## config.mk

```make
export PLATFORM = sky130hd
export DESIGN_NAME = trigger_frame_correlator
export DESIGN_NICKNAME = d
export VERILOG_FILES = /design/src/hdl/tfc_pkg.sv /design/src/hdl/tfc_chan_cache.sv /design/src/hdl/trigger_frame_correlator.sv
export SDC_FILE = /design/constraint.sdc
export NUM_CORES = 2
export LEC_CHECK = 0
export ABC_AREA = 1
export ABC_CLOCK_PERIOD_IN_PS = 33400
export BUFFER_PORTS_ARGS = -buffer_cell sky130_fd_sc_hd__buf_2
export CAP_MARGIN = 25
export CORE_MARGIN = 1.5
export CORE_UTILIZATION = 60
export CTS_BUF_LIST = sky130_fd_sc_hd__clkbuf_8
export DETAILED_ROUTE_END_ITERATION = 8
export MAX_ROUTING_LAYER = met4
export PLACE_DENSITY = 0.88
export SYNTH_ARGS = -nofsm -noshare
export SYNTH_HDL_FRONTEND = slang
export SYNTH_SLANG_ARGS = --single-unit
```

## constraint.sdc

```tcl
create_clock -name clk -period 33.4 [get_ports clk]
set_input_delay 1.67 -clock clk [delete_from_list [all_inputs] [get_ports clk]]
set_output_delay 1.67 -clock clk [all_outputs]
set_load 0.005 [all_outputs]
```

## src/hdl/tfc_pkg.sv

```systemverilog
// Shared types and constants of the trigger/frame correlator.
package tfc_pkg;

  // Event kinds carried on the input tuser.
  typedef enum logic [1:0] {
    KIND_TRIG  = 2'd0,
    KIND_FRAME = 2'd1,
    KIND_OTHER = 2'd2,
    KIND_FLUSH = 2'd3
  } kind_t;

  localparam int unsigned TIME_W = 64;
  localparam int unsigned SEQ_W  = 32;
  localparam int unsigned CHAN_W = 8;
  localparam int unsigned IN_DATA_W  = 232;  // 29 bytes
  localparam int unsigned OUT_BITS   = 514;
  localparam int unsigned OUT_DATA_W = 520;  // 65 bytes

  // One cached frame start.
  typedef struct packed {
    logic              valid;
    logic [SEQ_W-1:0]  seq;
    logic [TIME_W-1:0] pts;
    logic [TIME_W-1:0] wall;
  } frame_t;

  // Cache control from the event stage.
  typedef struct packed {
    logic wr_en;    // store a frame start into one channel
    logic snap_en;  // copy every channel into the snapshot
  } cache_ctl_t;

endpackage

```

## src/hdl/tfc_chan_cache.sv

```systemverilog
// Per-channel frame cache with a whole-array snapshot taken on trigger.
module tfc_chan_cache
  import tfc_pkg::*;
#(
  parameter int unsigned CHANNELS = 8,
  parameter int unsigned CH_W     = 3
) (
  input  logic            clk,
  input  logic            rst_n,
  input  cache_ctl_t      ctl,
  input  logic [CH_W-1:0] wr_idx,
  input  frame_t          wr_data,
  input  logic [CH_W-1:0] rd_idx,
  output frame_t          snap_rd
);

  logic [CHANNELS-1:0] cache_vld_r;
  logic [CHANNELS-1:0] snap_vld_r;
  frame_t              cache_r [CHANNELS];
  frame_t              snap_r  [CHANNELS];

  // Valid bits reset; data stays zero-gated until the entry is valid.
  always_ff @(posedge clk) begin
    if (!rst_n) begin
      cache_vld_r <= '0;
      snap_vld_r  <= '0;
    end else begin
      if (ctl.wr_en) begin
        cache_vld_r[wr_idx] <= 1'b1;
      end
      if (ctl.snap_en) begin
        snap_vld_r <= cache_vld_r;
      end
    end
  end

  always_ff @(posedge clk) begin
    if (ctl.wr_en) begin
      cache_r[wr_idx] <= wr_data;
    end
    if (ctl.snap_en) begin
      for (int i = 0; i < CHANNELS; i++) begin
        snap_r[i] <= cache_r[i];
      end
    end
  end

  always_comb begin
    snap_rd = '0;
    if (snap_vld_r[rd_idx]) begin
      snap_rd       = snap_r[rd_idx];
      snap_rd.valid = 1'b1;
    end
  end

endmodule

```

## src/hdl/trigger_frame_correlator.sv

```systemverilog
// Top level of the trigger/frame correlator.
//
// Pairs trigger edges with camera frame starts. Each input beat carries an
// event kind on in_tuser: trigger edge, frame start, other frame event or
// flush. A trigger snapshots the per-channel cache of latest frame starts
// and arms one pending slot; a second trigger first reports the old one.
// The first frame start on any in-range channel whose wall time is later
// than the pending trigger time closes the match and produces one result
// beat: the trigger, that channel's snapshot and the new frame. A flush
// reports any pending trigger with no next frame.
//
// Pipeline: an accepted beat is registered in the input register while the
// event logic runs, and any result is registered in the output register,
// which drives out_tvalid; a stall can hold the beat between the two.
// Throughput is one beat per cycle; in_tready stays high while a result
// waits, as long as the event in the input register makes no result itself.
// Stall: with out_tvalid high and out_tready low, an event that must emit
// holds in the input register and in_tready drops; non-emitting events go on.
// Reset (rst_n low, synchronous): caches, snapshot and the pending slot
// clear; both stages are emptied.
module trigger_frame_correlator
  import tfc_pkg::*;
#(
  parameter int unsigned CHANNELS = 8
) (
  input  logic                  clk,
  input  logic                  rst_n,
  // input stream
  input  logic                  in_tvalid,
  output logic                  in_tready,
  // [63:0] trigger_time_ns, [71:64] channel, [135:72] frame_pts_us,
  // [199:136] frame_wall_ns, [231:200] frame_seq
  input  logic [IN_DATA_W-1:0]  in_tdata,
  // [1:0] kind
  input  logic [1:0]            in_tuser,
  // result stream
  output logic                  out_tvalid,
  input  logic                  out_tready,
  // [63:0] trig_time_ns, [64] last_valid, [96:65] last_seq,
  // [160:97] last_pts_us, [224:161] last_wall_ns, [288:225] last_delta_ns,
  // [289] next_valid, [321:290] next_seq, [385:322] next_pts_us,
  // [449:386] next_wall_ns, [513:450] next_delta_ns, [519:514] zero
  output logic [OUT_DATA_W-1:0] out_tdata
);

  localparam int unsigned CH_W = (CHANNELS > 1) ? $clog2(CHANNELS) : 1;

  // ---------------- input register ----------------
  logic              s1_vld_r;
  kind_t             s1_kind_r;
  logic [TIME_W-1:0] s1_trig_r;
  logic [CHAN_W-1:0] s1_chan_r;
  frame_t            s1_frame_r;

  logic s1_go;
  assign in_tready = !s1_vld_r || s1_go;

  always_ff @(posedge clk) begin
    if (!rst_n) begin
      s1_vld_r <= 1'b0;
    end else if (in_tready) begin
      s1_vld_r <= in_tvalid;
    end
  end

  always_ff @(posedge clk) begin
    if (in_tready && in_tvalid) begin
      s1_kind_r        <= kind_t'(in_tuser);
      s1_trig_r        <= in_tdata[63:0];
      s1_chan_r        <= in_tdata[71:64];
      s1_frame_r.valid <= 1'b1;
      s1_frame_r.pts   <= in_tdata[135:72];
      s1_frame_r.wall  <= in_tdata[199:136];
      s1_frame_r.seq   <= in_tdata[231:200];
    end
  end

  // ---------------- event stage ----------------
  logic              pend_r;
  logic [TIME_W-1:0] pend_time_r;

  logic            in_range;
  logic            is_frame;
  logic            frame_hit;
  logic            emit;
  logic [CH_W-1:0] chan_idx;
  logic [CH_W-1:0] rd_idx;
  cache_ctl_t      cache_ctl;
  frame_t          snap;

  assign in_range = {1'b0, s1_chan_r} < (CHAN_W + 1)'(CHANNELS);
  assign chan_idx = s1_chan_r[CH_W-1:0];

  always_comb begin
    is_frame  = 1'b0;
    emit      = 1'b0;
    frame_hit = 1'b0;
    case (s1_kind_r)
      KIND_TRIG: begin
        emit = pend_r;
      end
      KIND_FRAME: begin
        is_frame  = in_range;
        frame_hit = in_range && pend_r && (s1_frame_r.wall > pend_time_r);
        emit      = frame_hit;
      end
      KIND_OTHER: begin
        emit = 1'b0;
      end
      KIND_FLUSH: begin
        emit = pend_r;
      end
      default: begin
        emit = 1'b0;
      end
    endcase
  end

  // Event may retire unless it emits into a full, stalled output register.
  logic out_vld_r;
  assign s1_go = s1_vld_r && (!emit || !out_vld_r || out_tready);

  // In-range frames read their own channel's snapshot; other events read channel 0.
  assign rd_idx = is_frame ? chan_idx : '0;

  always_comb begin
    cache_ctl.wr_en   = s1_go && is_frame;
    cache_ctl.snap_en = s1_go && (s1_kind_r == KIND_TRIG);
  end

  tfc_chan_cache #(
    .CHANNELS (CHANNELS),
    .CH_W     (CH_W)
  ) u_cache (
    .clk     (clk),
    .rst_n   (rst_n),
    .ctl     (cache_ctl),
    .wr_idx  (chan_idx),
    .wr_data (s1_frame_r),
    .rd_idx  (rd_idx),
    .snap_rd (snap)
  );

  // Pending slot
  logic              pend_nxt;
  logic [TIME_W-1:0] pend_time_nxt;

  always_comb begin
    pend_nxt      = pend_r;
    pend_time_nxt = pend_time_r;
    if (s1_go) begin
      if (s1_kind_r == KIND_TRIG) begin
        pend_nxt      = 1'b1;
        pend_time_nxt = s1_trig_r;
      end else if (frame_hit || (s1_kind_r == KIND_FLUSH)) begin
        pend_nxt = 1'b0;
      end
    end
  end

  always_ff @(posedge clk) begin
    if (!rst_n) begin
      pend_r      <= 1'b0;
      pend_time_r <= '0;
    end else begin
      pend_r      <= pend_nxt;
      pend_time_r <= pend_time_nxt;
    end
  end

  // ---------------- result register ----------------
  logic [OUT_BITS-1:0] res_nxt;
  logic [OUT_BITS-1:0] res_r;
  logic [TIME_W-1:0]   last_delta;
  logic [TIME_W-1:0]   next_delta;
  frame_t              next_fr;
  logic                out_vld_nxt;

  assign last_delta = snap.valid ? (pend_time_r - snap.wall) : '0;
  assign next_fr    = frame_hit ? s1_frame_r : '0;
  assign next_delta = frame_hit ? (s1_frame_r.wall - pend_time_r) : '0;

  assign res_nxt = {next_delta, next_fr.wall, next_fr.pts, next_fr.seq, next_fr.valid,
                    last_delta, snap.wall, snap.pts, snap.seq, snap.valid, pend_time_r};

  always_comb begin
    out_vld_nxt = out_vld_r;
    if (s1_go && emit) begin
      out_vld_nxt = 1'b1;
    end else if (out_tready) begin
      out_vld_nxt = 1'b0;
    end
  end

  always_ff @(posedge clk) begin
    if (!rst_n) begin
      out_vld_r <= 1'b0;
    end else begin
      out_vld_r <= out_vld_nxt;
    end
  end

  always_ff @(posedge clk) begin
    if (s1_go && emit) begin
      res_r <= res_nxt;
    end
  end

  assign out_tvalid = out_vld_r;
  assign out_tdata  = {(OUT_DATA_W - OUT_BITS)'(0), res_r};

endmodule

```

Word level (Yosys, flattened, before mapping)
Memory sizes are Yosys's and may differ from the RTL's.
Index checks and enable logic that the tools add are counted.
{"block": "op_classes", "n_mux": 17, "reduce_logical": 21, "shifts": 0, "mul": 0, "bitwise_logic": 1, "eq_ne": 3, "div": 0, "n_lt_le_gt_ge": 5, "add_sub_neg": 2}
{"cell": "$mux 161", "count": 1}
{"cell": "$sub 64x64->64", "count": 2}
{"cell": "$gt 64x64->1", "count": 1}
{"cell": "$mux 1", "count": 12}
{"cell": "$logic_and 1x1->1", "count": 8}
{"cell": "$lt 3x4->1 const B", "count": 2}
{"cell": "$lt 8x4->1 const B", "count": 1}
{"cell": "$or 8x8->8", "count": 1}
{"cell": "$eq 2x2->1 const B", "count": 2}
{"cell": "$logic_or 1x1->1", "count": 4}
{"cell": "$reduce_and 2->1", "count": 2}
{"cell": "$reduce_bool 2->1", "count": 2}
{"cell": "$bmux 1 s3", "count": 1}
{"cell": "$demux 1 s3", "count": 1}
{"cell": "$ge 3x1->1 const B", "count": 1}
{"cell": "$logic_not 1->1", "count": 3}
{"cell": "$mux 3", "count": 1}
{"cell": "$pmux 1 s3", "count": 1}
{"cell": "$eq 2x1->1 const B", "count": 1}
{"cell": "$logic_not 2->1", "count": 1}
{"cell": "$reduce_or 2->1", "count": 1}
{"block": "word_totals", "mem_bits_ro": 0, "output_inout_bits": 522, "ram_bits": 2568, "elab_cells": 67, "memories": 2, "latch_bits": 0, "reg_bits": 831}
{"memory": "u_cache.snap_r", "depth": 8, "word_bits": 161, "rd": 1, "rd_ports_with_merged_regs": 0, "write_ports": 8, "line_no": "tfc_chan_cache.sv:20", "source": "frame_t snap_r [CHANNELS];"}
{"memory": "u_cache.cache_r", "depth": 8, "word_bits": 160, "rd": 8, "rd_ports_with_merged_regs": 0, "write_ports": 1, "line_no": "tfc_chan_cache.sv:19", "source": "frame_t cache_r [CHANNELS];"}

Depth between registers and ports, before layout
{"block": "depth", "ltp_word": 11, "depth_mapped": 33}

Hierarchy
Synthesis repeated with hierarchy kept, for this count alone.
{"block": "unflattened", "cells_unflattened": 10720, "area_unflattened_um2": 133058.9}
{"module": "tfc_chan_cache", "area_per_inst_um2": 96681.5, "instances": 1, "cells_each": 7249}
{"module": "trigger_frame_correlator", "area_per_inst_um2": 36377.4, "instances": 1, "cells_each": 3471}

Worst setup path before layout
OpenSTA, ideal clock, no wires.
{"block": "synth_timing", "path_kind": "register to register", "start": "reg s1_frame_r[7] (netlist bit)", "end": "mem u_cache.snap_r[0][0] (netlist bit), enable pin", "path_stages_with_launch": 19, "path_slack_ns": 4.810, "t_arrival_ns": 26.973, "setup_ns": 1.618, "path_cell_list": "edfxtp_1 -> ha_1 -> nand2_1 -> inv_1 -> a21oi_1 -> nand2_1 -> nand2_1 -> nand2_1 -> nand2_1 -> nand2_1 -> nand2_1 -> nand2_1 -> nand2_4 -> nand2_4 -> nand2_4 -> nand3_4 -> buf_6 -> buf_4 -> inv_1"}
{"element": "start, declared", "line_no": "trigger_frame_correlator.sv:53", "source": "frame_t s1_frame_r;"}
{"element": "end, declared", "line_no": "tfc_chan_cache.sv:20"}

==> flow_summary.ini <==
[grt]
grt_max_degree = 209
grt_pass1_wl_um = 515000
grt_usage_pct = 35.2
antenna_found_initial = 38
grt_pass1_vias = 77100
grt-ovfl-total = 0

[run_status]
status = complete, but fails checks
violations = design-rule violations

[synthesis]
synth-async-reset-ratio_pct = 0
syn_avg_cell_area_um2 = 15.0
ys_warn_count = 0
yosys_most_used_dff = edfxtp_1
seq_area_frac_synth_pct = 80.5
synth_edf_count = 3308
synth_cells = 8354
ys_ff_latch = 3391
syn_area_mm2 = 0.125
ys_types = 50

[place]
io_buffers = 753
place.gp.congestion = 1.18
dp_hpwl_um = 223000

[die]
dieArea_mm2 = 0.212
die_h_um = 460
coreArea_mm2 = 0.207
die_w_um = 460
ioPinCount = 760
start_util_pct = 60.4
rows = 167

[final_layout]
fin_util_pct = 68.2
final_common_cell = edfxtp_1
layout_common_cells = edfxtp_1 (3308), nor2_1 (1157), inv_1 (948)
drive_gt1_share_pct = 16.0
synthToLayoutAreaGrowth_pct = 12.9
fin_nets = 9747

[timing]
setup_violations = 0
rsz0062_at_grt = no
skew_ns = 0.192
fmax_mhz = 124
drv_slew = 0
finalSetupTns_ns = 0
finalCritPeriodShare_pct = 24.1
tightest_slew_ns = 1.34
hold_viol = 0
period_minus_slack_ns = 8.06
slew_headroom_pct = 10.8

[worst_setup_path]
path_class = reg2reg
cp_max_fo = 204
cp_slowest_stage_delay_ns = 0.76
cp.arrival_ns = 8.82
required_ns = 34.16
critPathSlowestCell = buf_4
crit_path_start_kind = flop
cp-end-kind = flop
crit_top_cell = nand2_1

[clock_tree]
cts_tree = built
cts_buffer_depth = 4
cts_hold_buf = 0
cts-root-buf = clkbuf_8
clock_latency_ns = 1.20
path_clk_slew_ns = 0.07
ctsResizeCount = 0
cts_buffers = 490
cts_htree_levels = 5
clock_sinks = 3391
postCtsSetupBuffers = 0

[route]
vias_per_cell = 6.28
via_count = 79100
wl_per_cell_um = 29.5
post-route-drc-count = 4
detail-route-antenna-nets = 0
first_pass_iters = 9
drt_iter0_drc = 13500
routed_wl_um = 371000

[power_and_ir_drop]
vdd_drop_max_mv = 0.0713
powerDensity_mw_per_mm2 = 58.9
p_leak_nw = 53.6

[flow_run]
cap_violations = 0

[hold_path]
min_path_type = reg2reg
## layer usage
metal,share of wire [%],up-vias,wire [µm],GRT usage [%]
met5,0,-,0,-
met1,33,38000,123000,41.7
met3,13,1314,47500,8.94
met4,7.1,0,26500,23.5
met2,47,7233,175000,53.5
li1,-,32500,-,-
## worst paths after layout
kind / startpoint / endpoint / slack, ns / depth (start not counted)
worst max-delay path: s1_frame_r[0]$_DFFE_PP_ / u_cache.snap_r[7][72]$_DFFE_PP_ / 25.34 / 25
worst min-delay path: u_cache.cache_r[1][114]$_DFFE_PP_ / u_cache.snap_r[1][114]$_DFFE_PP_ / 0.32 / 0
worst max register to register: s1_frame_r[0]$_DFFE_PP_ / u_cache.snap_r[7][72]$_DFFE_PP_ / 25.34 / 25
worst min register to register: u_cache.cache_r[1][114]$_DFFE_PP_ / u_cache.snap_r[1][114]$_DFFE_PP_ / 0.32 / 0
## sequential cells by signal, indices dropped and copies added (netlist names)
register / flops
out_tvalid: 1
pend_r: 1
pend_time_r: 64
res_r: 514
s1_chan_r: 8
s1_frame_r: 160
s1_kind_r: 2
s1_trig_r: 64
s1_vld_r: 1
u_cache.cache_r: 1280
u_cache.cache_vld_r: 8
u_cache.snap_r: 1280
u_cache.snap_vld_r: 8
## synthesized netlist by cell type, types with 3 or more instances
| cell type | instances | share of area [%] |
|---|---|---|
| edfxtp_1 | 3308 | 79 |
| nor2_1 | 1157 | 3.5 |
| nand2_1 | 795 | 2.4 |
| inv_1 | 791 | 2.4 |
| o21ai_0 | 411 | 1.6 |
| a21oi_1 | 336 | 1.3 |
| clkbuf_1 | 205 | 0.61 |
| o221ai_1 | 195 | 1.4 |
| nand3_1 | 145 | 0.58 |
| ha_1 | 130 | 1.3 |
| a221o_1 | 122 | 0.97 |
| o22ai_1 | 98 | 0.49 |
| dfxtp_1 | 83 | 1.3 |
| buf_2 | 78 | 0.31 |
| o21ai_1 | 73 | 0.29 |
| inv_2 | 66 | 0.20 |
| o32ai_1 | 61 | 0.43 |
| nand4_1 | 33 | 0.16 |
| xor2_1 | 31 | 0.22 |
| a21o_1 | 28 | 0.17 |
| o21bai_1 | 25 | 0.15 |
| a31oi_1 | 23 | 0.11 |
| nor3_1 | 21 | 0.084 |
| buf_1 | 19 | 0.057 |
| o21a_1 | 18 | 0.11 |
| buf_4 | 16 | 0.096 |
| nor4_1 | 12 | 0.060 |
| a21boi_0 | 11 | 0.066 |
| buf_6 | 10 | 0.090 |
| or2_2 | 10 | 0.050 |
| o211ai_1 | 8 | 0.048 |
| nand3b_1 | 6 | 0.036 |
| a211oi_1 | 3 | 0.018 |
| nand2_4 | 3 | 0.027 |
## report_power, final
part           total, mW  internal (mW)  switching (mW)
logic              0.473          0.120           0.352
clock network       3.11           1.53            1.58
registers           4.75           4.69          0.0625
total               8.33           6.34            1.99
## logic make-up (layout without fill, tap and decap cells)
kind of cell | Yosys count | count (layout) | share of synthesized area (%)
AOI/OAI and AO/OA | 1418 | 1418 | 7.24
DFF | 3391 | 3391 | 80.5
adders and majority gates | 132 | 132 | 1.33
other | 1 | 43 | 0.00299
buffers and inverters | 1185 | 2592 | 3.73
and+or+nand+nor | 2194 | 2194 | 6.93
xor gates and xnor gates | 33 | 33 | 0.230
## layout make-up
type	count	area [µm²]
Sequential cell	3391	101000
Fill cell	12200	66000
Multi-Input combinational cell	3783	19800
Clock buffer	515	7090
Timing Repair Buffer	854	4870
Tap cell	2788	3490
Inverter	857	3300
Clock inverter	366	1890
Antenna cell	37	92.6
## worst max-delay path: cells and delay by family (launching register included)
family,cells,cell delay [ns]
AND/OR/NAND/NOR,14,2.29
adder cells (fa/ha/maj),2,0.39
buffers and inverters,9,3.85
flip-flops,1,0.50
## metrics by stage
stage | hold slack, ns | cell area, µm² | worst slack (ns) | instances | power, mW
2_1_floorplan | 0.400 | 125000 | 4.81 | 8359 | 5.13
3_3_place_gp | 0.400 | 132000 | 25.40 | 11700 | 5.28
3_5_place_dp | 0.405 | 132000 | 25.04 | 11700 | 5.29
4_1_cts | 0.324 | 141000 | 25.01 | 12500 | 8.30
5_1_grt | 0.328 | 142000 | 24.91 | 12600 | 8.52
6_report | 0.315 | 142000 | 25.34 | 12600 | 8.33
Power figures use the tool's default switching activity.
